[src/sv/xsdd_pkg.sv]
package xsdd_pkg;

   typedef struct packed {
      logic [7:0] char_code;
      logic       last_char;
   } req_type;

   typedef struct packed {
      logic [1:0]         status;
      logic signed [63:0] ticks;
   } rsp_type;

   typedef enum logic [3:0] {
      PH_START  = 4'd0,
      PH_SIGNED = 4'd1,
      PH_P0     = 4'd2,
      PH_P1     = 4'd3,
      PH_P2     = 4'd4,
      PH_P3     = 4'd5,
      PH_T0     = 4'd6,
      PH_T1     = 4'd7,
      PH_T2     = 4'd8,
      PH_FRAC   = 4'd9,
      PH_DONE   = 4'd10
   } phase_type;

   typedef enum logic {
      BK_IDLE,
      BK_RUN
   } bk_state_type;

   localparam logic [1:0] ST_OK  = 2'd0;
   localparam logic [1:0] ST_FMT = 2'd1;
   localparam logic [1:0] ST_OVF = 2'd2;

   localparam int unsigned NUM_COMPS = 6;
   localparam int unsigned COMP_W    = 31;
   localparam int unsigned FRAC_W    = 30;

   localparam logic [30:0] COMP_MAX = 31'h7FFF_FFFF;

   localparam logic [2:0] CI_YEAR  = 3'd0;
   localparam logic [2:0] CI_MONTH = 3'd1;
   localparam logic [2:0] CI_DAY   = 3'd2;
   localparam logic [2:0] CI_HOUR  = 3'd3;
   localparam logic [2:0] CI_MIN   = 3'd4;
   localparam logic [2:0] CI_SEC   = 3'd5;

   localparam logic [7:0] CH_MINUS = 8'h2D;
   localparam logic [7:0] CH_DOT   = 8'h2E;
   localparam logic [7:0] CH_ZERO  = 8'h30;
   localparam logic [7:0] CH_NINE  = 8'h39;
   localparam logic [7:0] CH_D     = 8'h44;
   localparam logic [7:0] CH_H     = 8'h48;
   localparam logic [7:0] CH_M     = 8'h4D;
   localparam logic [7:0] CH_P     = 8'h50;
   localparam logic [7:0] CH_S     = 8'h53;
   localparam logic [7:0] CH_T     = 8'h54;
   localparam logic [7:0] CH_Y     = 8'h59;

   // x / 12 == (x * MUL12) >> 35 for any 32-bit x
   localparam logic [31:0] MUL12   = 32'hAAAA_AAAB;
   // (x >> 2) / 25 == ((x >> 2) * MUL25) >> 38 for x below 2^30
   localparam logic [33:0] MUL25   = 34'd10995116278;
   localparam logic [63:0] SEC_MAX = 64'd922337203685;
   localparam logic [23:0] TICKS_PER_SEC = 24'd10000000;
   localparam logic [63:0] POS_MAX = 64'h7FFF_FFFF_FFFF_FFFF;
   localparam logic [63:0] NEG_MAX = 64'h8000_0000_0000_0000;

   typedef struct packed {
      logic [1:0]                         status;
      logic                               neg;
      logic [NUM_COMPS-1:0][COMP_W-1:0]   comps;
      logic [FRAC_W-1:0]                  frac;
   } job_type;

   // pads a short fraction out to nine digits
   function automatic logic [29:0] frac_scale(input logic [3:0] n);
      logic [29:0] s;
      case (n)
         4'd0:    s = 30'd1000000000;
         4'd1:    s = 30'd100000000;
         4'd2:    s = 30'd10000000;
         4'd3:    s = 30'd1000000;
         4'd4:    s = 30'd100000;
         4'd5:    s = 30'd10000;
         4'd6:    s = 30'd1000;
         4'd7:    s = 30'd100;
         4'd8:    s = 30'd10;
         default: s = 30'd1;
      endcase
      return s;
   endfunction

endpackage

[src/sv/xsdd_fifo.sv]
module xsdd_fifo #(
   parameter int unsigned DEPTH = 2
) (
   input  logic              clock,
   input  logic              reset,
   input  logic              push,
   input  xsdd_pkg::job_type push_data,
   input  logic              pop,
   output xsdd_pkg::job_type pop_data,
   output logic              full,
   output logic              empty
);

   localparam int unsigned PTR_W = (DEPTH > 1) ? $clog2(DEPTH) : 1;
   localparam int unsigned CNT_W = $clog2(DEPTH + 1);

   xsdd_pkg::job_type    slots_ff [DEPTH];
   logic [PTR_W-1:0]     wptr_ff, wptr_in, rptr_ff, rptr_in;
   logic [CNT_W-1:0]     count_ff, count_in;

   assign full     = count_ff == CNT_W'(DEPTH);
   assign empty    = count_ff == '0;
   assign pop_data = slots_ff[rptr_ff];

   always_comb begin
      wptr_in  = wptr_ff;
      rptr_in  = rptr_ff;
      count_in = count_ff;
      if (push) wptr_in = (wptr_ff == PTR_W'(DEPTH - 1)) ? '0 : wptr_ff + PTR_W'(1);
      if (pop)  rptr_in = (rptr_ff == PTR_W'(DEPTH - 1)) ? '0 : rptr_ff + PTR_W'(1);
      if (push && !pop) count_in = count_ff + CNT_W'(1);
      else if (pop && !push) count_in = count_ff - CNT_W'(1);
   end

   always_ff @(posedge clock) begin
      if (push) slots_ff[wptr_ff] <= push_data;
   end

   always_ff @(posedge clock) begin
      if (reset) begin
         wptr_ff  <= '0;
         rptr_ff  <= '0;
         count_ff <= '0;
      end else begin
         wptr_ff  <= wptr_in;
         rptr_ff  <= rptr_in;
         count_ff <= count_in;
      end
   end

endmodule

[config.mk]
export PLATFORM = sky130hd
export DESIGN_NAME = xsdd_fifo
export DESIGN_NICKNAME = d
export VERILOG_FILES = /design/src/sv/xsdd_pkg.sv /design/src/sv/xsdd_fifo.sv
export SDC_FILE = /design/constraint.sdc
export NUM_CORES = 1
export LEC_CHECK = 0
export ABC_AREA = 1
export BUFFER_PORTS_ARGS = -buffer_cell sky130_fd_sc_hd__buf_2
export CAP_MARGIN = 20
export CORE_MARGIN = 2
export CORE_UTILIZATION = 56
export CTS_CLUSTER_SIZE = 25
export DETAILED_ROUTE_END_ITERATION = 16
export PLACE_DENSITY = 0.93
export SYNTH_ARGS = -nofsm -noshare
export SYNTH_HDL_FRONTEND = slang
export SYNTH_SLANG_ARGS = --single-unit
[constraint.sdc]
create_clock -name clock -period 25.6 [get_ports clock]
set_input_delay 1.28 -clock clock [delete_from_list [all_inputs] [get_ports clock]]
set_output_delay 1.28 -clock clock [all_outputs]
set_load 0.05 [all_outputs]
==> flow_summary.json <==
{
  "avgSynthCellArea_um2": 22.6,
  "synth.yosys.warnings": 0,
  "initial_core_util_pct": 56.6,
  "clk_pin_slew_worst_paths_ps": 60,
  "drive_gt1_share_pct": 60.2,
  "synth_mux_area_share_pct": 15.3,
  "grt_pass1_vias": 9046,
  "synth_area_um2": 16200,
  "crit_slowest_cell": "dfxtp_4",
  "synth_compound_area_share_pct": 0.0619,
  "arrival_ps": 3190,
  "worstPathMaxFanout": 84,
  "hpwl_mm": 22.8,
  "fin_skew_ps": 13.7,
  "synth_edf_count": 438,
  "grt_pass1_wl_mm": 49.6,
  "final.setup.tns_ps": 0,
  "clock-sinks": 443,
  "relSlewSlack_pct": 27.8,
  "core_area_um2": 28500,
  "die_area_um2": 30200,
  "setup_viol": 0,
  "io_pins": 444,
  "irDropWorstVdd_mv": 0.0696,
  "finalHoldViolCount": 0,
  "drt_first_pass_iters": 5,
  "maxCapViolCount": 0,
  "gr-total-overflow": 0,
  "r2r-end": "slots_ff[1][20]",
  "crit_path_end_kind": "primary output",
  "hold_path_startpoint": "count_ff[0]",
  "synth_xor_area_share_pct": 0.0542,
  "max_freq_ghz": 0.224,
  "antenna_found_initial": 6,
  "final_common_cell": "buf_2",
  "worstPathRequired_ps": 24320,
  "postSynth.asyncResetShare_pct": 0,
  "drc": 0,
  "rrSetupSlack_ps": 22990,
  "tightestPinTransition_ps": 1080,
  "status": "complete, no violations",
  "clk_path_buf_depth": 3,
  "grt_max_degree": 145,
  "period_share_pct": 17.5,
  "fp-row-count": 62,
  "io_buffer_count": 443,
  "synthAdderAreaFrac_pct": 0.0774,
  "cp_slowest_stage_delay_ps": 980,
  "synth_cell_types": 15,
  "rsz0062_at_grt": "false",
  "start_kind": "flip-flop",
  "routedWlPerCell_um": 21.2,
  "rr_startpoint": "wptr_ff",
  "final_net_count": 1408,
  "cp_cell_sequence": "buf_4 > mux2_2 > buf_2",
  "fin_area_um2": 20000,
  "cts_tree": "yes",
  "powerDensity_nw_per_um2": 86.5,
  "cts_root_buffer": "clkbuf_16",
  "setup_ws_ps": 21130,
  "drtAntennaViolNets": 0,
  "viasPerCell": 5.27,
  "ctsResizeCount": 0,
  "multi_input_area_um2": 2570,
  "synth_nets": 938,
  "die_w_um": 174,
  "die_y_um": 174,
  "holdBufCountCts": 0,
  "path_class": "flip-flop to primary output",
  "syn_inst": 714,
  "drtIter0Drc": 571,
  "synth-simple-area-share_pct": 0.379,
  "num_vias": 8424,
  "n_fill_cell": 1733,
  "cts_buffers": 43,
  "synth_seq_cells": 443,
  "register_area_um2": 13300,
  "gp_congestion": 0.830,
  "synth_top_family_by_area": "multiplexers",
  "dpl_cell_area_um2": 18600,
  "routed_wl_mm": 33.9,
  "slew_violations": 0,
  "ys_seq_area_share_pct": 82.0,
  "hold_path_class": "flip-flop to flip-flop",
  "ff2ff_path_depth": 3,
  "clock_latency_ps": 520,
  "leakagePower_nw": 7.50,
  "synth_ff_type": "edfxtp_1",
  "pre_cts_ws_ps": 21660,
  "hold_end": "count_ff[0]",
  "cts_htree_levels": 2,
  "hold_depth": 2,
  "grt_usage_pct": 21.6,
  "cts_setup_buffers": 0,
  "layout_common_cells": "443 x buf_2, 438 x edfxtp_1, 219 x mux2_2, 45 x clkbuf_16, 11 x clkinv_1",
  "syn_to_final_growth_pct": 23.5,
  "fin_crit_ps": 4470
}
==> critical path, delay by kind of cell, from the launching register on <==
family / cells / cell delay (ps)
buf+inv: 2 / 1150
flops: 1 / 980
mux: 1 / 440
==> cell usage after synthesis (3+ instances only) <==
master,instances,area share [%]
edfxtp_1,438,81
mux2_2,219,15
clkbuf_8,21,1.8
inv_1,9,0.21
nor2_1,7,0.16
dfxtp_1,5,0.62
nand2_1,5,0.12
buf_6,3,0.21
==> routing by layer <==
metal | part of all wire [%] | GRT usage, % | vias up
li1 | - | - | 3781
met5 | 0.15 | 0 | -
met1 | 35 | 23.2 | 4166
met4 | 3.9 | 8.96 | 8
met3 | 7.7 | 6.01 | 92
met2 | 54 | 40.0 | 377
==> final cells by class <==
type	count	area share (%)
antenna	1	0.0125
clock buffer	49	5.71
clock inverter	25	1.10
inverter	9	0.207
multi-input combinational	238	12.9
sequential	443	66.4
tap	384	2.41
timing repair buffer	449	11.3
==> cell families (layout without fill, tap and decap cells) <==
kind of cell               after synthesis  in the layout
DFF                                    443            443
adders and majority gates                1              1
xor gates and xnor gates                 1              1
buffers and inverters                   33            532
muxes                                  219            219
AOI/OAI and AO/OA                        2              2
other                                    0              1
and+or+nand+nor                         15             15
==> stage by stage <==
stage | hold slack (ps) | std cells | util [%] | power (W)
3_3_place_gp | 496 | 1523 | 65.2 | 0.00113
2_1_floorplan | 480 | 714 | - | 0.00108
6_report | 541 | 1598 | 70.0 | 0.00173
4_1_cts | 541 | 1597 | 69.9 | 0.00174
5_1_grt | 576 | 1598 | 70.0 | 0.00178
3_5_place_dp | 531 | 1523 | 65.2 | 0.00114
==> state kept, by name, indices dropped and copies added, names as in the netlist, named ones only <==
register  flops
count_ff      2
wptr_ff       1
slots_ff    438
rptr_ff       1
==> worst max path at each step <==
stage,from,endpoint,slack [ps],cells after the start
after floorplan,push,slots_ff[0][0],14320,2
after global placement,flip-flop,pop_data[113],21640,3
after detailed placement,flip-flop,pop_data[25],21660,3
after CTS,flip-flop,pop_data[53],21090,3
after global routing,flip-flop,pop_data[117],20940,3
final,flip-flop,pop_data[117],21130,3
==> report_power, final <==
| group | internal [W] | leakage [nW] | total [W] | switching, W |
|---|---|---|---|---|
| registers | 0.000842 | 4.15 | 0.000856 | 0.0000142 |
| clock network | 0.000358 | 0.665 | 0.000605 | 0.000246 |
| logic | 0.0000737 | 2.68 | 0.000268 | 0.000194 |
| total | 0.00127 | 7.50 | 0.00173 | 0.000455 |
No activity file was read; power rests on OpenSTA's default activity.
