<file path="src/sv/xsdd_pkg.sv">
package xsdd_pkg;

   typedef struct packed {
      logic [7:0] char_code;
      logic       last_char;
   } req_type;

   typedef struct packed {
      logic [1:0]         status;
      logic signed [63:0] ticks;
   } rsp_type;

   typedef enum logic [3:0] {
      PH_START  = 4'd0,
      PH_SIGNED = 4'd1,
      PH_P0     = 4'd2,
      PH_P1     = 4'd3,
      PH_P2     = 4'd4,
      PH_P3     = 4'd5,
      PH_T0     = 4'd6,
      PH_T1     = 4'd7,
      PH_T2     = 4'd8,
      PH_FRAC   = 4'd9,
      PH_DONE   = 4'd10
   } phase_type;

   typedef enum logic {
      BK_IDLE,
      BK_RUN
   } bk_state_type;

   localparam logic [1:0] ST_OK  = 2'd0;
   localparam logic [1:0] ST_FMT = 2'd1;
   localparam logic [1:0] ST_OVF = 2'd2;

   localparam int unsigned NUM_COMPS = 6;
   localparam int unsigned COMP_W    = 31;
   localparam int unsigned FRAC_W    = 30;

   localparam logic [30:0] COMP_MAX = 31'h7FFF_FFFF;

   localparam logic [2:0] CI_YEAR  = 3'd0;
   localparam logic [2:0] CI_MONTH = 3'd1;
   localparam logic [2:0] CI_DAY   = 3'd2;
   localparam logic [2:0] CI_HOUR  = 3'd3;
   localparam logic [2:0] CI_MIN   = 3'd4;
   localparam logic [2:0] CI_SEC   = 3'd5;

   localparam logic [7:0] CH_MINUS = 8'h2D;
   localparam logic [7:0] CH_DOT   = 8'h2E;
   localparam logic [7:0] CH_ZERO  = 8'h30;
   localparam logic [7:0] CH_NINE  = 8'h39;
   localparam logic [7:0] CH_D     = 8'h44;
   localparam logic [7:0] CH_H     = 8'h48;
   localparam logic [7:0] CH_M     = 8'h4D;
   localparam logic [7:0] CH_P     = 8'h50;
   localparam logic [7:0] CH_S     = 8'h53;
   localparam logic [7:0] CH_T     = 8'h54;
   localparam logic [7:0] CH_Y     = 8'h59;

   // x / 12 == (x * MUL12) >> 35 for any 32-bit x
   localparam logic [31:0] MUL12   = 32'hAAAA_AAAB;
   // (x >> 2) / 25 == ((x >> 2) * MUL25) >> 38 for x below 2^30
   localparam logic [33:0] MUL25   = 34'd10995116278;
   localparam logic [63:0] SEC_MAX = 64'd922337203685;
   localparam logic [23:0] TICKS_PER_SEC = 24'd10000000;
   localparam logic [63:0] POS_MAX = 64'h7FFF_FFFF_FFFF_FFFF;
   localparam logic [63:0] NEG_MAX = 64'h8000_0000_0000_0000;

   typedef struct packed {
      logic [1:0]                         status;
      logic                               neg;
      logic [NUM_COMPS-1:0][COMP_W-1:0]   comps;
      logic [FRAC_W-1:0]                  frac;
   } job_type;

   // pads a short fraction out to nine digits
   function automatic logic [29:0] frac_scale(input logic [3:0] n);
      logic [29:0] s;
      case (n)
         4'd0:    s = 30'd1000000000;
         4'd1:    s = 30'd100000000;
         4'd2:    s = 30'd10000000;
         4'd3:    s = 30'd1000000;
         4'd4:    s = 30'd100000;
         4'd5:    s = 30'd10000;
         4'd6:    s = 30'd1000;
         4'd7:    s = 30'd100;
         4'd8:    s = 30'd10;
         default: s = 30'd1;
      endcase
      return s;
   endfunction

endpackage

</file>
<file path="src/sv/xsdd_front.sv">
module xsdd_front (
   input  logic              clock,
   input  logic              reset,
   input  logic              req_valid,
   input  xsdd_pkg::req_type req_data,
   input  logic              req_stall,
   output logic              push,
   output xsdd_pkg::job_type job
);

   xsdd_pkg::phase_type phase_ff, phase_in, phase_pre;
   logic        neg_ff, neg_in, neg_pre;
   logic [30:0] acc_ff, acc_in, acc_pre;
   logic [3:0]  dc_ff, dc_in, dc_pre;
   logic [5:0][30:0] comps_ff, comps_in, comps_pre;
   logic [29:0] frac_ff, frac_in, frac_pre;
   logic        any_ff, any_in, any_pre;
   logic [1:0]  err_ff, err_in, err_pre;

   logic        accept, live, is_dig, in_comp, dig_ovf;
   logic [7:0]  c;
   logic [3:0]  d;
   logic [34:0] acc_next;
   logic        minus_ev, p_ev, take_ev, t_ev, dot_ev, sf_ev;
   logic [2:0]  take_idx;
   xsdd_pkg::phase_type take_nxt;
   logic        ends_ok;
   logic [59:0] frac_padded;

   assign c        = req_data.char_code;
   assign d        = c[3:0];
   assign accept   = req_valid && !req_stall;
   assign live     = accept && (err_ff == xsdd_pkg::ST_OK);
   assign is_dig   = c inside {[xsdd_pkg::CH_ZERO:xsdd_pkg::CH_NINE]};
   assign in_comp  = (phase_ff >= xsdd_pkg::PH_P0) && (phase_ff <= xsdd_pkg::PH_T2);
   assign acc_next = 35'(acc_ff) * 35'd10 + 35'(d);
   assign dig_ovf  = acc_next > 35'(xsdd_pkg::COMP_MAX);
   assign frac_padded = 60'(frac_ff) * 60'(xsdd_pkg::frac_scale(dc_ff));

   assign minus_ev = (phase_ff == xsdd_pkg::PH_START) && (c == xsdd_pkg::CH_MINUS);
   assign p_ev     = ((phase_ff == xsdd_pkg::PH_START) || (phase_ff == xsdd_pkg::PH_SIGNED))
                     && (c == xsdd_pkg::CH_P);
   assign t_ev     = (c == xsdd_pkg::CH_T) && (phase_ff >= xsdd_pkg::PH_P0)
                     && (phase_ff <= xsdd_pkg::PH_P3);
   assign dot_ev   = (c == xsdd_pkg::CH_DOT) && (phase_ff >= xsdd_pkg::PH_T0)
                     && (phase_ff <= xsdd_pkg::PH_T2);
   assign sf_ev    = (c == xsdd_pkg::CH_S) && (phase_ff == xsdd_pkg::PH_FRAC);

   // designators that close a component run
   always_comb begin
      take_ev  = 1'b1;
      take_idx = xsdd_pkg::CI_YEAR;
      take_nxt = xsdd_pkg::PH_P1;
      if (c == xsdd_pkg::CH_Y && phase_ff == xsdd_pkg::PH_P0) begin
         take_idx = xsdd_pkg::CI_YEAR;
         take_nxt = xsdd_pkg::PH_P1;
      end else if (c == xsdd_pkg::CH_M && (phase_ff == xsdd_pkg::PH_P0 ||
                                           phase_ff == xsdd_pkg::PH_P1)) begin
         take_idx = xsdd_pkg::CI_MONTH;
         take_nxt = xsdd_pkg::PH_P2;
      end else if (c == xsdd_pkg::CH_D && phase_ff >= xsdd_pkg::PH_P0
                   && phase_ff <= xsdd_pkg::PH_P2) begin
         take_idx = xsdd_pkg::CI_DAY;
         take_nxt = xsdd_pkg::PH_P3;
      end else if (c == xsdd_pkg::CH_H && phase_ff == xsdd_pkg::PH_T0) begin
         take_idx = xsdd_pkg::CI_HOUR;
         take_nxt = xsdd_pkg::PH_T1;
      end else if (c == xsdd_pkg::CH_M && (phase_ff == xsdd_pkg::PH_T0 ||
                                           phase_ff == xsdd_pkg::PH_T1)) begin
         take_idx = xsdd_pkg::CI_MIN;
         take_nxt = xsdd_pkg::PH_T2;
      end else if (c == xsdd_pkg::CH_S && phase_ff >= xsdd_pkg::PH_T0
                   && phase_ff <= xsdd_pkg::PH_T2) begin
         take_idx = xsdd_pkg::CI_SEC;
         take_nxt = xsdd_pkg::PH_DONE;
      end else begin
         take_ev = 1'b0;
      end
   end

   // next phase
   always_comb begin
      phase_pre = phase_ff;
      if (live) begin
         if (is_dig) begin
            phase_pre = phase_ff;
         end else if (minus_ev) begin
            phase_pre = xsdd_pkg::PH_SIGNED;
         end else if (p_ev) begin
            phase_pre = xsdd_pkg::PH_P0;
         end else if (take_ev) begin
            if (dc_ff != 4'd0) phase_pre = take_nxt;
         end else if (t_ev) begin
            if (dc_ff == 4'd0) phase_pre = xsdd_pkg::PH_T0;
         end else if (dot_ev) begin
            phase_pre = xsdd_pkg::PH_FRAC;
         end else if (sf_ev) begin
            phase_pre = xsdd_pkg::PH_DONE;
         end
      end
      phase_in = (accept && req_data.last_char) ? xsdd_pkg::PH_START : phase_pre;
   end

   // datapath
   always_comb begin
      neg_pre   = neg_ff;
      acc_pre   = acc_ff;
      dc_pre    = dc_ff;
      comps_pre = comps_ff;
      frac_pre  = frac_ff;
      any_pre   = any_ff;
      err_pre   = err_ff;
      if (live) begin
         if (is_dig) begin
            if (phase_ff == xsdd_pkg::PH_FRAC) begin
               if (dc_ff < 4'd9) begin
                  frac_pre = 30'(34'(frac_ff) * 34'd10 + 34'(d));
                  dc_pre   = dc_ff + 4'd1;
               end
            end else if (in_comp) begin
               if (dig_ovf) begin
                  err_pre = xsdd_pkg::ST_OVF;
               end else begin
                  acc_pre = acc_next[30:0];
                  if (dc_ff != 4'd15) dc_pre = dc_ff + 4'd1;
               end
            end else begin
               err_pre = xsdd_pkg::ST_FMT;
            end
         end else if (minus_ev) begin
            neg_pre = 1'b1;
         end else if (p_ev) begin
            neg_pre = neg_ff;
         end else if (take_ev) begin
            if (dc_ff == 4'd0) begin
               err_pre = xsdd_pkg::ST_FMT;
            end else begin
               comps_pre[take_idx] = acc_ff;
               any_pre = 1'b1;
               acc_pre = '0;
               dc_pre  = '0;
            end
         end else if (t_ev) begin
            if (dc_ff != 4'd0) err_pre = xsdd_pkg::ST_FMT;
         end else if (dot_ev) begin
            comps_pre[xsdd_pkg::CI_SEC] = acc_ff;
            any_pre  = 1'b1;
            acc_pre  = '0;
            dc_pre   = '0;
            frac_pre = '0;
         end else if (sf_ev) begin
            frac_pre = frac_padded[29:0];
            dc_pre   = '0;
         end else begin
            err_pre = xsdd_pkg::ST_FMT;
         end
      end
      if (accept && req_data.last_char) begin
         neg_in   = 1'b0;
         acc_in   = '0;
         dc_in    = '0;
         comps_in = '0;
         frac_in  = '0;
         any_in   = 1'b0;
         err_in   = xsdd_pkg::ST_OK;
      end else begin
         neg_in   = neg_pre;
         acc_in   = acc_pre;
         dc_in    = dc_pre;
         comps_in = comps_pre;
         frac_in  = frac_pre;
         any_in   = any_pre;
         err_in   = err_pre;
      end
   end

   assign ends_ok = (phase_pre == xsdd_pkg::PH_P1 || phase_pre == xsdd_pkg::PH_P2 ||
                     phase_pre == xsdd_pkg::PH_P3 || phase_pre == xsdd_pkg::PH_T1 ||
                     phase_pre == xsdd_pkg::PH_T2 || phase_pre == xsdd_pkg::PH_DONE)
                    && dc_pre == 4'd0 && any_pre;

   assign push       = accept && req_data.last_char;
   assign job.status = (err_pre != xsdd_pkg::ST_OK) ? err_pre :
                       (ends_ok ? xsdd_pkg::ST_OK : xsdd_pkg::ST_FMT);
   assign job.neg    = neg_pre;
   assign job.comps  = comps_pre;
   assign job.frac   = frac_pre;

   always_ff @(posedge clock) begin
      if (reset) begin
         phase_ff <= xsdd_pkg::PH_START;
         neg_ff   <= 1'b0;
         acc_ff   <= '0;
         dc_ff    <= '0;
         comps_ff <= '0;
         frac_ff  <= '0;
         any_ff   <= 1'b0;
         err_ff   <= xsdd_pkg::ST_OK;
      end else begin
         phase_ff <= phase_in;
         neg_ff   <= neg_in;
         acc_ff   <= acc_in;
         dc_ff    <= dc_in;
         comps_ff <= comps_in;
         frac_ff  <= frac_in;
         any_ff   <= any_in;
         err_ff   <= err_in;
      end
   end

endmodule

</file>
<file path="config.mk">
export PLATFORM = sky130hd
export DESIGN_NAME = xsdd_front
export DESIGN_NICKNAME = d
export VERILOG_FILES = /design/src/sv/xsdd_pkg.sv /design/src/sv/xsdd_front.sv
export SDC_FILE = /design/constraint.sdc
export NUM_CORES = 2
export LEC_CHECK = 0
export BUFFER_PORTS_ARGS = -buffer_cell sky130_fd_sc_hd__buf_2
export CORE_MARGIN = 2
export CORE_UTILIZATION = 55
export CTS_BUF_LIST = sky130_fd_sc_hd__clkbuf_2 sky130_fd_sc_hd__clkbuf_4 sky130_fd_sc_hd__clkbuf_8
export CTS_CLUSTER_SIZE = 25
export DETAILED_ROUTE_END_ITERATION = 10
export PLACE_DENSITY = 0.74
export SYNTH_ARGS = -nofsm -noshare
export SYNTH_HDL_FRONTEND = slang
export SYNTH_SLANG_ARGS = --single-unit
</file>
<file path="constraint.sdc">
create_clock -name clock -period 12 [get_ports clock]
set_clock_uncertainty 0.15 [all_clocks]
set_input_delay 1.8 -clock clock [delete_from_list [all_inputs] [get_ports clock]]
set_output_delay 1.8 -clock clock [all_outputs]
set_load 0.01 [all_outputs]
</file>
==> metrics <==
total track usage=30.2%; Via density=5.59; routability cong.=approximately 0.99; 1st-iter DRT viols=1499; CTS tree=built; Final Hold Fails=0; Fillers=about 5000; post_cts resized=0; Antenna Violating Nets Remaining=0; final setup fails=0; max frequency=around 87 MHz; Post-synth ARST share=0%; number of global-route vias before repair=25500; Max-Cap Viols=0; total CTS buffers=between 40 and 50; pwr dens=slightly below 60 nW/um^2; Clock Sinks=282; RSZ-0062 raised after global routing=false; DRT Pass-1 Iters=5; Syn Std Cell Area=30900 sq um; I/O pin total=233; CP max stage cell=dfxtp_1; Post-Synth Adder-Cell Area=between 30% and 40%; postcts setup bufs=0; sum of negative setup slack=0 ns; dpl hpwl=65200 microns; via count=24300; # DRC=0; Overflow after GRT=0; Synth Instances=about 3400; dpl ws=approximately 1.3 ns; WHS=0.310 ns; core area=55300 sq um; Post-synth EDFFs=0; fin nets=4174; most used cell, CP=fa_1; Synth Area in Simple Gates=between 10% and 20%; fin worst setup slack=around 0.5 ns; max_slew headroom=21.9%; startpoint types=flop; Starting Density=55.9%; synthesized flop and latch total=282; clock buffer depth=3; critical setup path kind=flop to output pin; top_reg_cell synth=dfxtp_1; register area share after synthesis=about 18%; largest family of logic cells by synthesized area=adder cells; Root Driver=clkbuf_8; outcome=completed; Synth Area in Compound Gates=a little under a tenth; most frequent cells in the layout=and2_1 (504), inv_1 (457), fa_1 (357); clock-pin slew on the worst setup and hold paths=roughly 0.070 ns; post-synthesis mux area share=under 10%; synth unique cells=between 90 and 100; critical path's largest stage delay=~1.1 ns; LEAKAGE=0.0167 uW; max-slew violations=0; DR WL/cell=between 15 and 20 microns; hold crit path type=flop to flop; Yosys warnings=0; Crit Path Max Fanout=26; first-pass GRT wire length=137000 microns; Slew @ Worst Pin=1.17 ns; Crit path required time=10.05 ns; area delta synth->final=8.80%; synthesized net count=4030; die span in y=around 240 microns; largest net degree at the start of global routing=~120; Mean Syn Cell Area=between 9 and 10 sq um; row count=between 80 and 90; die area=around 58000 sq um; Buffers on Ports=232; # hold bufs at CTS=0; commonest non-fill, non-tap cell in the layout=and2_1; min cycle time layout=11.50 ns; layout cells sized above 1=16.1%; Die W=241 microns; CP Capture Type=output pin; Worst-Skew Late Latency=0.62 ns; initial antenna violation count=1; VDD IR-drop max=0.128 mV; xor/xnor share of the synthesized area=4.96%; Worst EP arrival=9.55 ns; Final period util=95.8%; # H-tree levels=2; final wirelength=roughly 85000 microns
-- area by class of cell --
class	instances	area, sq um	share of cell area, %
multi-input combinational	2515	23000	68.3
sequential	282	5650	16.8
inverter	457	1720	5.10
timing repair buffer	264	1400	4.17
tap	748	936	2.78
clock buffer	64	793	2.36
clock inverter	15	168	0.499
antenna	3	7.51	0.0223
-- logic make-up (layout without fill, tap and decap cells) --
family | Yosys count | count (layout)
buffers and inverters | 623 | 800
AOI/OAI and AO/OA | 433 | 433
xor gates and xnor gates | 174 | 174
and+or+nand+nor | 1114 | 1114
other | 0 | 3
DFF | 282 | 282
adders and majority gates | 597 | 597
muxes | 197 | 197
-- path summary, 6_finish.rpt --
path | from | end | slack [ns] | cells after the start
setup reg to reg | flop | frac_ff[29] | 3.13 | 28
hold / removal | any_ff | any_ff | 0.31 | 1
hold reg to reg | any_ff | any_ff | 0.31 | 1
setup / recovery | flop | job[29] | 0.50 | 29
-- routing by layer --
metal / vias to the layer above / global-route usage, % / wire length [microns]
met4: 0 / 13.7 / 4210
met1: 11800 / 36.2 / 33700
met3: 248 / 4.68 / 5660
li1: 11400 / - / -
met2: 874 / 53.2 / 41800
met5: - / 0 / 0
-- cells in the mapped netlist, types with 54 or more instances --
master,n,area share (%)
and2_1,504,10
inv_1,457,5.6
fa_1,357,23
dfxtp_1,282,18
nand2_1,261,3.2
ha_1,240,9.7
mux2_2,187,6.8
clkbuf_1,147,1.8
a21oi_1,132,2.1
xnor2_1,119,3.4
nor2_1,116,1.4
o21ai_0,61,0.99
nand3_1,58,0.94
xor2_1,54,1.5
-- worst max-delay path: cells and delay by family, from the launching register on --
family	cells	cell delay [ns]
fa+ha+maj	9	4.41
compound gates	9	2.11
buf+inv	7	0.52
flops	1	1.06
simple gates	3	0.68
xor+xnor	1	0.14
-- stage by stage --
stage | total power [uW] | util (%) | std cells | cell area [sq um]
6_report | 1960 | 60.8 | 4348 | 33600
5_1_grt | 2030 | 60.8 | 4345 | 33600
4_1_cts | 1970 | 60.8 | 4345 | 33600
3_5_place_dp | 1100 | 59.0 | 4266 | 32700
3_3_place_gp | 1100 | 59.0 | 4266 | 32700
2_1_floorplan | 1050 | - | 3420 | 30900
-- registers in the layout (all words and copies together) (netlist names), named ones only --
signal	cells
dc_ff	4
any_ff	1
acc_ff	31
frac_ff	30
neg_ff	1
err_ff	2
comps_ff	186
phase_ff	4
-- report_power, final --
group          total, uW  switching [uW]  internal [uW]
sequential           944            6.62            938
combinational        135            88.5           46.4
clock                881             405            476
Power figures use the tool's default switching activity.
